$ cat config.mk
export PLATFORM = sky130hd
export DESIGN_NAME = four_level_page_table_walker
export DESIGN_NICKNAME = d
export VERILOG_FILES = /design/src/design/pgw_pkg.sv /design/src/design/four_level_page_table_walker.sv /design/src/design/pgw_in_stage.sv /design/src/design/pgw_step.sv
export SDC_FILE = /design/constraint.sdc
export NUM_CORES = 1
export LEC_CHECK = 0
export BUFFER_PORTS_ARGS = -buffer_cell sky130_fd_sc_hd__buf_4
export CAP_MARGIN = 15
export CORE_MARGIN = 5
export CORE_UTILIZATION = 55
export DETAILED_ROUTE_END_ITERATION = 6
export PLACE_DENSITY = 0.87
export REMOVE_ABC_BUFFERS = 1
export SLEW_MARGIN = 20
export SYNTH_ARGS = -nofsm -noshare
export SYNTH_HDL_FRONTEND = slang
export SYNTH_HIERARCHICAL = 1
export SYNTH_SLANG_ARGS = --single-unit
$ cat constraint.sdc
create_clock -name clk -period 10.99 [get_ports clk]
set_input_delay 0.5495 -clock clk [delete_from_list [all_inputs] [get_ports clk]]
set_output_delay 0.5495 -clock clk [all_outputs]
set_load 0.1 [all_outputs]
$ cat src/design/pgw_pkg.sv
// ----------------------------------------------------------------------------
// pgw_pkg
// Shared types, codes and helpers for the four-level page table walker.
// ----------------------------------------------------------------------------
package pgw_pkg;

  localparam int PA_W     = 52;
  localparam int VA_W     = 48;
  localparam int ENTRY_W  = 64;
  localparam int LVL_W    = 3;
  localparam int IDX_W    = 9;
  localparam int PHYS_ADDR_BITS_DEF = 52;

  localparam int SHIFT_1G = 30;
  localparam int SHIFT_2M = 21;
  localparam int SHIFT_4K = 12;

  // bit positions in a table entry
  localparam int PRESENT_BIT = 0;
  localparam int LARGE_BIT   = 7;

  typedef enum logic {
    OP_START = 1'b0,
    OP_ENTRY = 1'b1
  } op_t;

  typedef enum logic [1:0] {
    ST_REQ   = 2'd0,
    ST_DONE  = 2'd1,
    ST_FAULT = 2'd2,
    ST_UNEXP = 2'd3
  } status_t;

  typedef enum logic [1:0] {
    SZ_4K = 2'd0,
    SZ_2M = 2'd1,
    SZ_1G = 2'd2
  } size_t;

  localparam logic [LVL_W-1:0] LVL_IDLE = 3'd0;
  localparam logic [LVL_W-1:0] LVL_1    = 3'd1;
  localparam logic [LVL_W-1:0] LVL_2    = 3'd2;
  localparam logic [LVL_W-1:0] LVL_3    = 3'd3;
  localparam logic [LVL_W-1:0] LVL_4    = 3'd4;

  typedef struct packed {
    op_t                operation;
    logic [PA_W-1:0]    root_address;
    logic [VA_W-1:0]    virtual_address;
    logic [ENTRY_W-1:0] entry_data;
  } item_t;

  typedef struct packed {
    status_t          status;
    logic [PA_W-1:0]  address;
    size_t            page_size;
    logic [LVL_W-1:0] level;
  } result_t;

  typedef struct packed {
    logic [LVL_W-1:0] level;
    logic [VA_W-1:0]  va;
  } walk_state_t;

  // frame bits: 12 up to the implemented physical width
  function automatic logic [PA_W-1:0] frame_mask(int unsigned bits);
    logic [PA_W-1:0] m;
    for (int i = 0; i < PA_W; i++) begin
      m[i] = (i >= SHIFT_4K) && (i < bits);
    end
    return m;
  endfunction

  // nine-bit table index for a level
  function automatic logic [IDX_W-1:0] level_index(logic [VA_W-1:0] va,
                                                   logic [LVL_W-1:0] lvl);
    logic [IDX_W-1:0] idx;
    unique case (lvl)
      LVL_4:   idx = va[47:39];
      LVL_3:   idx = va[38:30];
      LVL_2:   idx = va[29:21];
      default: idx = va[20:12];
    endcase
    return idx;
  endfunction

  // table base is 4 KB aligned, so base plus index times eight is an or
  function automatic logic [PA_W-1:0] entry_addr(logic [PA_W-1:0] base,
                                                 logic [IDX_W-1:0] idx,
                                                 logic [PA_W-1:0] mask);
    return (base & mask) | PA_W'({idx, 3'b000});
  endfunction

endpackage

$ cat src/design/four_level_page_table_walker.sv
// ----------------------------------------------------------------------------
// four_level_page_table_walker
// x86-64 four-level page table walk, one table level per request: a start
// yields the level-4 entry read, a returned entry the next read, a finished
// translation, a not-present fault, or, with no walk pending, ST_UNEXP.
// ----------------------------------------------------------------------------
//
//  channel  handshake            payload
//  -------  -------------------  ----------------------------------------------
//  in       in_valid / in_stall  operation, root_address, virtual_address,
//                                entry_data
//  out      out_valid/out_stall  status, result_address, page_size, walk_level
//
//  one request per cycle unless the result side stalls; a request goes through
//  the input register, one level of step logic, then the result register
//  walk state moves as a request leaves the input register, so back to back
//  entries see the level left by the request just before
//  reset clears the valid flags and the walk state to idle; no clearing pass
//  a stalled result freezes full registers; in_stall rises only when both are full
//
module four_level_page_table_walker
  import pgw_pkg::*;
#(
  parameter int PHYS_ADDR_BITS = PHYS_ADDR_BITS_DEF
) (
  input  logic               clk,
  input  logic               rst,
  // request side
  input  logic               in_valid,
  output logic               in_stall,
  input  logic               operation,
  input  logic [PA_W-1:0]    root_address,
  input  logic [VA_W-1:0]    virtual_address,
  input  logic [ENTRY_W-1:0] entry_data,
  // result side
  output logic               out_valid,
  input  logic               out_stall,
  output logic [1:0]         status,
  output logic [PA_W-1:0]    result_address,
  output logic [1:0]         page_size,
  output logic [LVL_W-1:0]   walk_level
);

  item_t       in_item;
  item_t       held_item;
  logic        held_valid;
  logic        advance;
  logic        out_room;
  result_t     step_res;
  result_t     out_res;
  walk_state_t walk;
  walk_state_t walk_next;

  // pending level and latched virtual address
  logic [LVL_W-1:0] pending_level;
  logic [VA_W-1:0]  held_address;

  assign in_item.operation       = op_t'(operation);
  assign in_item.root_address    = root_address;
  assign in_item.virtual_address = virtual_address;
  assign in_item.entry_data      = entry_data;

  // result register has room when empty or being drained this cycle
  assign out_room = !out_valid || !out_stall;

  pgw_in_stage u_in_stage (
    .clk        (clk),
    .rst        (rst),
    .in_valid   (in_valid),
    .in_stall   (in_stall),
    .in_item    (in_item),
    .advance_ok (out_room),
    .held_valid (held_valid),
    .held_item  (held_item),
    .advance    (advance)
  );

  assign walk.level = pending_level;
  assign walk.va    = held_address;

  pgw_step #(
    .PHYS_ADDR_BITS (PHYS_ADDR_BITS)
  ) u_step (
    .item (held_item),
    .cur  (walk),
    .res  (step_res),
    .nxt  (walk_next)
  );

  // walk state moves with each request that reaches the result register
  always_ff @(posedge clk) begin
    if (rst) begin
      pending_level <= LVL_IDLE;
      held_address  <= '0;
    end else if (advance) begin
      pending_level <= walk_next.level;
      held_address  <= walk_next.va;
    end
  end

  // result register
  always_ff @(posedge clk) begin
    if (rst) begin
      out_valid <= 1'b0;
    end else if (out_room) begin
      out_valid <= held_valid;
    end
  end

  always_ff @(posedge clk) begin
    if (advance) begin
      out_res <= step_res;
    end
  end

  assign status         = out_res.status;
  assign result_address = out_res.address;
  assign page_size      = out_res.page_size;
  assign walk_level     = out_res.level;

  // walk level never leaves the idle to top range
  a_level_range: assert property (@(posedge clk) disable iff (rst)
    pending_level <= LVL_4)
    else $error("pending level out of range");

  // a start always leaves a level-4 walk pending
  a_start_level: assert property (@(posedge clk) disable iff (rst)
    advance && held_item.operation == OP_START |=> pending_level == LVL_4)
    else $error("start did not arm a level-4 walk");

  // the input side stalls only behind a full, stalled result register
  a_stall_cause: assert property (@(posedge clk) disable iff (rst)
    in_stall |-> held_valid && out_valid && out_stall)
    else $error("input stalled without a blocked result");

  // stray entry gives an all-zero result
  a_unexp_zero: assert property (@(posedge clk) disable iff (rst)
    out_valid && status == ST_UNEXP |-> result_address == '0 && walk_level == LVL_IDLE)
    else $error("unexpected-item result not cleared");

  // read requests are eight-byte aligned and name a real level
  a_req_shape: assert property (@(posedge clk) disable iff (rst)
    out_valid && status == ST_REQ |-> result_address[2:0] == 3'b000
      && walk_level != LVL_IDLE && page_size == SZ_4K)
    else $error("malformed entry read request");

endmodule

$ cat src/design/pgw_in_stage.sv
// ----------------------------------------------------------------------------
// pgw_in_stage
// Input register of the walker: holds one request until the step logic and
// result register can take it.
// ----------------------------------------------------------------------------
module pgw_in_stage
  import pgw_pkg::*;
(
  input  logic  clk,
  input  logic  rst,
  input  logic  in_valid,
  output logic  in_stall,
  input  item_t in_item,
  input  logic  advance_ok,
  output logic  held_valid,
  output item_t held_item,
  output logic  advance
);

  // moves into the step logic when the result register has room
  assign advance  = held_valid && advance_ok;
  assign in_stall = held_valid && !advance_ok;

  always_ff @(posedge clk) begin
    if (rst) begin
      held_valid <= 1'b0;
    end else if (!in_stall) begin
      held_valid <= in_valid;
    end
  end

  always_ff @(posedge clk) begin
    if (in_valid && !in_stall) begin
      held_item <= in_item;
    end
  end

endmodule

$ cat src/design/pgw_step.sv
// ----------------------------------------------------------------------------
// pgw_step
// One level of the walk: checks an entry or starts a walk, forms the next
// entry address or the final physical address, and the next walk state.
// ----------------------------------------------------------------------------
module pgw_step
  import pgw_pkg::*;
#(
  parameter int PHYS_ADDR_BITS = PHYS_ADDR_BITS_DEF
) (
  input  item_t       item,
  input  walk_state_t cur,
  output result_t     res,
  output walk_state_t nxt
);

  localparam logic [PA_W-1:0] FRAME_MASK = frame_mask(PHYS_ADDR_BITS);

  logic [PA_W-1:0] e_pa;
  logic            present;
  logic            large_pg;

  assign e_pa     = item.entry_data[PA_W-1:0];
  assign present  = item.entry_data[PRESENT_BIT];
  assign large_pg = item.entry_data[LARGE_BIT];

  always_comb begin
    nxt           = cur;
    res.status    = ST_UNEXP;
    res.address   = '0;
    res.page_size = SZ_4K;
    res.level     = LVL_IDLE;
    priority if (item.operation == OP_START) begin
      // a start drops any walk in flight
      nxt.va        = item.virtual_address;
      nxt.level     = LVL_4;
      res.status    = ST_REQ;
      res.address   = entry_addr(item.root_address,
                                 level_index(item.virtual_address, LVL_4), FRAME_MASK);
      res.level     = LVL_4;
    end else if (cur.level == LVL_IDLE || cur.level > LVL_4) begin
      // entry with no walk pending, defaults stand
    end else if (!present) begin
      nxt.level     = LVL_IDLE;
      res.status    = ST_FAULT;
      res.level     = cur.level;
    end else if (cur.level == LVL_3 && large_pg) begin
      nxt.level     = LVL_IDLE;
      res.status    = ST_DONE;
      res.address   = ({e_pa[PA_W-1:SHIFT_1G], {SHIFT_1G{1'b0}}} & FRAME_MASK)
                      | PA_W'(cur.va[SHIFT_1G-1:0]);
      res.page_size = SZ_1G;
      res.level     = LVL_3;
    end else if (cur.level == LVL_2 && large_pg) begin
      nxt.level     = LVL_IDLE;
      res.status    = ST_DONE;
      res.address   = ({e_pa[PA_W-1:SHIFT_2M], {SHIFT_2M{1'b0}}} & FRAME_MASK)
                      | PA_W'(cur.va[SHIFT_2M-1:0]);
      res.page_size = SZ_2M;
      res.level     = LVL_2;
    end else if (cur.level == LVL_1) begin
      nxt.level     = LVL_IDLE;
      res.status    = ST_DONE;
      res.address   = (e_pa & FRAME_MASK) | PA_W'(cur.va[SHIFT_4K-1:0]);
      res.level     = LVL_1;
    end else begin
      // large bit at level 4 is ignored, walk goes one level down
      nxt.level     = cur.level - LVL_1;
      res.status    = ST_REQ;
      res.address   = entry_addr(e_pa, level_index(cur.va, cur.level - LVL_1), FRAME_MASK);
      res.level     = cur.level - LVL_1;
    end
  end

endmodule
==> results.md <==
* Post-DRT Antenna Nets at 0
* Rel. slew slack at 24.2%
* Mean Syn Cell Area at 14.1 µm²
* Period utilization at 29.9%
* Critical Path Sink Type: flop
* Max Cap Viol at 0
* Yosys warning count at 6
* TritonRoute pass-1 iters at 4
* CTS Hold Bufs at 0
* Tmin final at 3.29 ns
* Die area at 0.0204 mm²
* Startpoint types: flop
* Actual slew at the worst max-slew pin at 1.13 ns
* CTS sink cnt at 243
* RSZ-0062 raised after global routing: false
* Gr busiest metal: met2
* Critical Path RT at 11.35 ns
* Met2 usage in global routing at 36.4%
* Hold slack at 0.202 ns
* Fin. max-slew vios at 0
* # setup viols final at 0
* Die Height at 143 µm
* Wire length per cell at 19.7 µm
* GRT Overall Usage at 21.0%
* CP arrival at 3.65 ns
* CTS clock-pin slew for the worst setup and hold paths at 0.06 ns
* Slowest stage delay, CP at 0.94 ns
* CP Max Fanout at 34
* Clock root buffer: clkbuf_16
* Initial Util at 56.2%
* Post-route setup TNS at 0 ns
* Post-CTS setup buffers at 0
* Port Buf Inserts at 195
* Initial antenna violation count at 0
* Final hold viol count at 0
* Cell area power density at 175 mW/mm²
* Cts bufs inserted at 26
* Worst skew pair latency at 0.52 ns
* Share of post-route cells with drive strength above 1 at 33.1%
* Clock Skew at 0.0178 ns
* Chip width at 143 µm
* Via density per instance at 5.50
* Mapped Area at 0.00972 mm²
* First-pass GRT wire length at 33.3 mm
* TritonCTS clock tree: yes
* DR vias at 6,180
* GR Util met3 at 3.18%
* Boundary pin count at 230
* Layout area overhead at 24.8%
* Gpl congestion at 0.760
* DRT iter0 DRCs at 396
* Maximum vdd drop at 0.000147 V
* Cts repair resizes at 0
* Met1 usage at 26.6%
* Worst path slowest cell: and3_2
* Outcome: complete, no violations
* Global route overflow at 0
* Placeable Area at 0.0173 mm²
* Max H-tree Level at 1
* Worst path cell trace: inv_1 -> ha_1 -> xnor2_2 -> and3_2 -> o21ai_0 -> a32oi_1
* Post-DP HPWL at 14.0 mm
* Vias in the first global route at 6,173
* Critical path class: reg -> reg
* CTS Buffer Depth at 3
* Rows at 48
* DRC viols at 0
* # diodes at 0
* Synth Instances at 689
* Fmax at 304 MHz
* Routed wire length at 22.2 mm
* R2r setup slk at 7.70 ns
* Leakage at 0.00483 µW
* Hold Crit Class: in -> reg
* Largest net degree at the start of global routing at 74
* Nets at 1,053
## state kept, by name (all words and copies together) (netlist names)
register / cells
status: 2
walk_level: 3
u_in_stage/held_item: 131
u_in_stage/held_valid: 1
held_address: 48
result_address: 52
pending_level: 3
out_valid: 1
page_size: 2
## report_power, final
group | internal (µW) | switching [µW] | total (µW) | leakage (µW)
Sequential | 1040 | 18.3 | 1060 | 0.00227
Combinational | 76.0 | 146 | 222 | 0.00215
Clock | 501 | 339 | 840 | 0.000405
## stage by stage
step | power [µW] | area, µm² | instances | utilization (%) | setup WS (ns)
floorplan | 1230 | 9470 | 649 | - | 3.51
global placement | 1300 | 11300 | 1076 | 65.3 | 7.68
detailed placement | 1300 | 11300 | 1076 | 65.3 | 7.49
CTS | 2140 | 12100 | 1124 | 70.1 | 7.45
global route | 2200 | 12100 | 1124 | 70.1 | 7.49
finish | 2120 | 12100 | 1124 | 70.1 | 7.70
## cell usage in the layout (no fill, tap or decap), drive strengths merged, types with 10 or more instances in the layout
| cell | count |
|---|---|
| and3 | 13 |
| o21ai | 34 |
| dfxtp | 53 |
| nand2b | 10 |
| mux2i | 70 |
| o21a | 12 |
| buf | 202 |
| clkbuf | 39 |
| o22ai | 18 |
| mux2 | 39 |
| inv | 43 |
| nand2 | 64 |
| nor2 | 56 |
| edfxtp | 190 |
## path summary, 6_finish.rpt
| check | cells past startpoint | startpoint | to |
|---|---|---|---|
| worst max-delay path | 6 | pending_level[0]$_SDFFE_PP0P_ | result_address[3]$_DFFE_PP_ |
| worst min-delay path | 1 | virtual_address[7] | u_in_stage/held_item[71]$_DFFE_PP_ |
| worst max register to register | 6 | pending_level[0]$_SDFFE_PP0P_ | result_address[3]$_DFFE_PP_ |
| worst min register to register | 2 | u_in_stage/held_valid$_SDFFE_PP0N_ | out_valid$_SDFFE_PP0P_ |
## area by class of cell
type	instances	area, µm²
Multi-Input combinational cell	363	2570
Fill cell	1145	5160
Tap cell	225	282
Sequential cell	243	6770
Clock inverter	9	77.6
Clock buffer	39	761
Inverter	43	161
Timing Repair Buffer	202	1520
## routing by layer
metal | share of wire (%) | up-vias
met4 | 4.3 | 0
met3 | 6.5 | 60
met1 | 38 | 2980
met5 | 0 | -
li1 | - | 2879
met2 | 51 | 261
## worst max-delay path: cells and delay by family, from the launching register on
family / cells / cell delay (ns)
xor gates and xnor gates: 1 / 0.89
AOI/OAI and AO/OA: 2 / 0.40
and+or+nand+nor: 1 / 0.94
adders and majority gates: 1 / 0.31
DFF: 1 / 0.44
buffers and inverters: 1 / 0.15
Note: power is estimated with default switching activity, not from simulation.
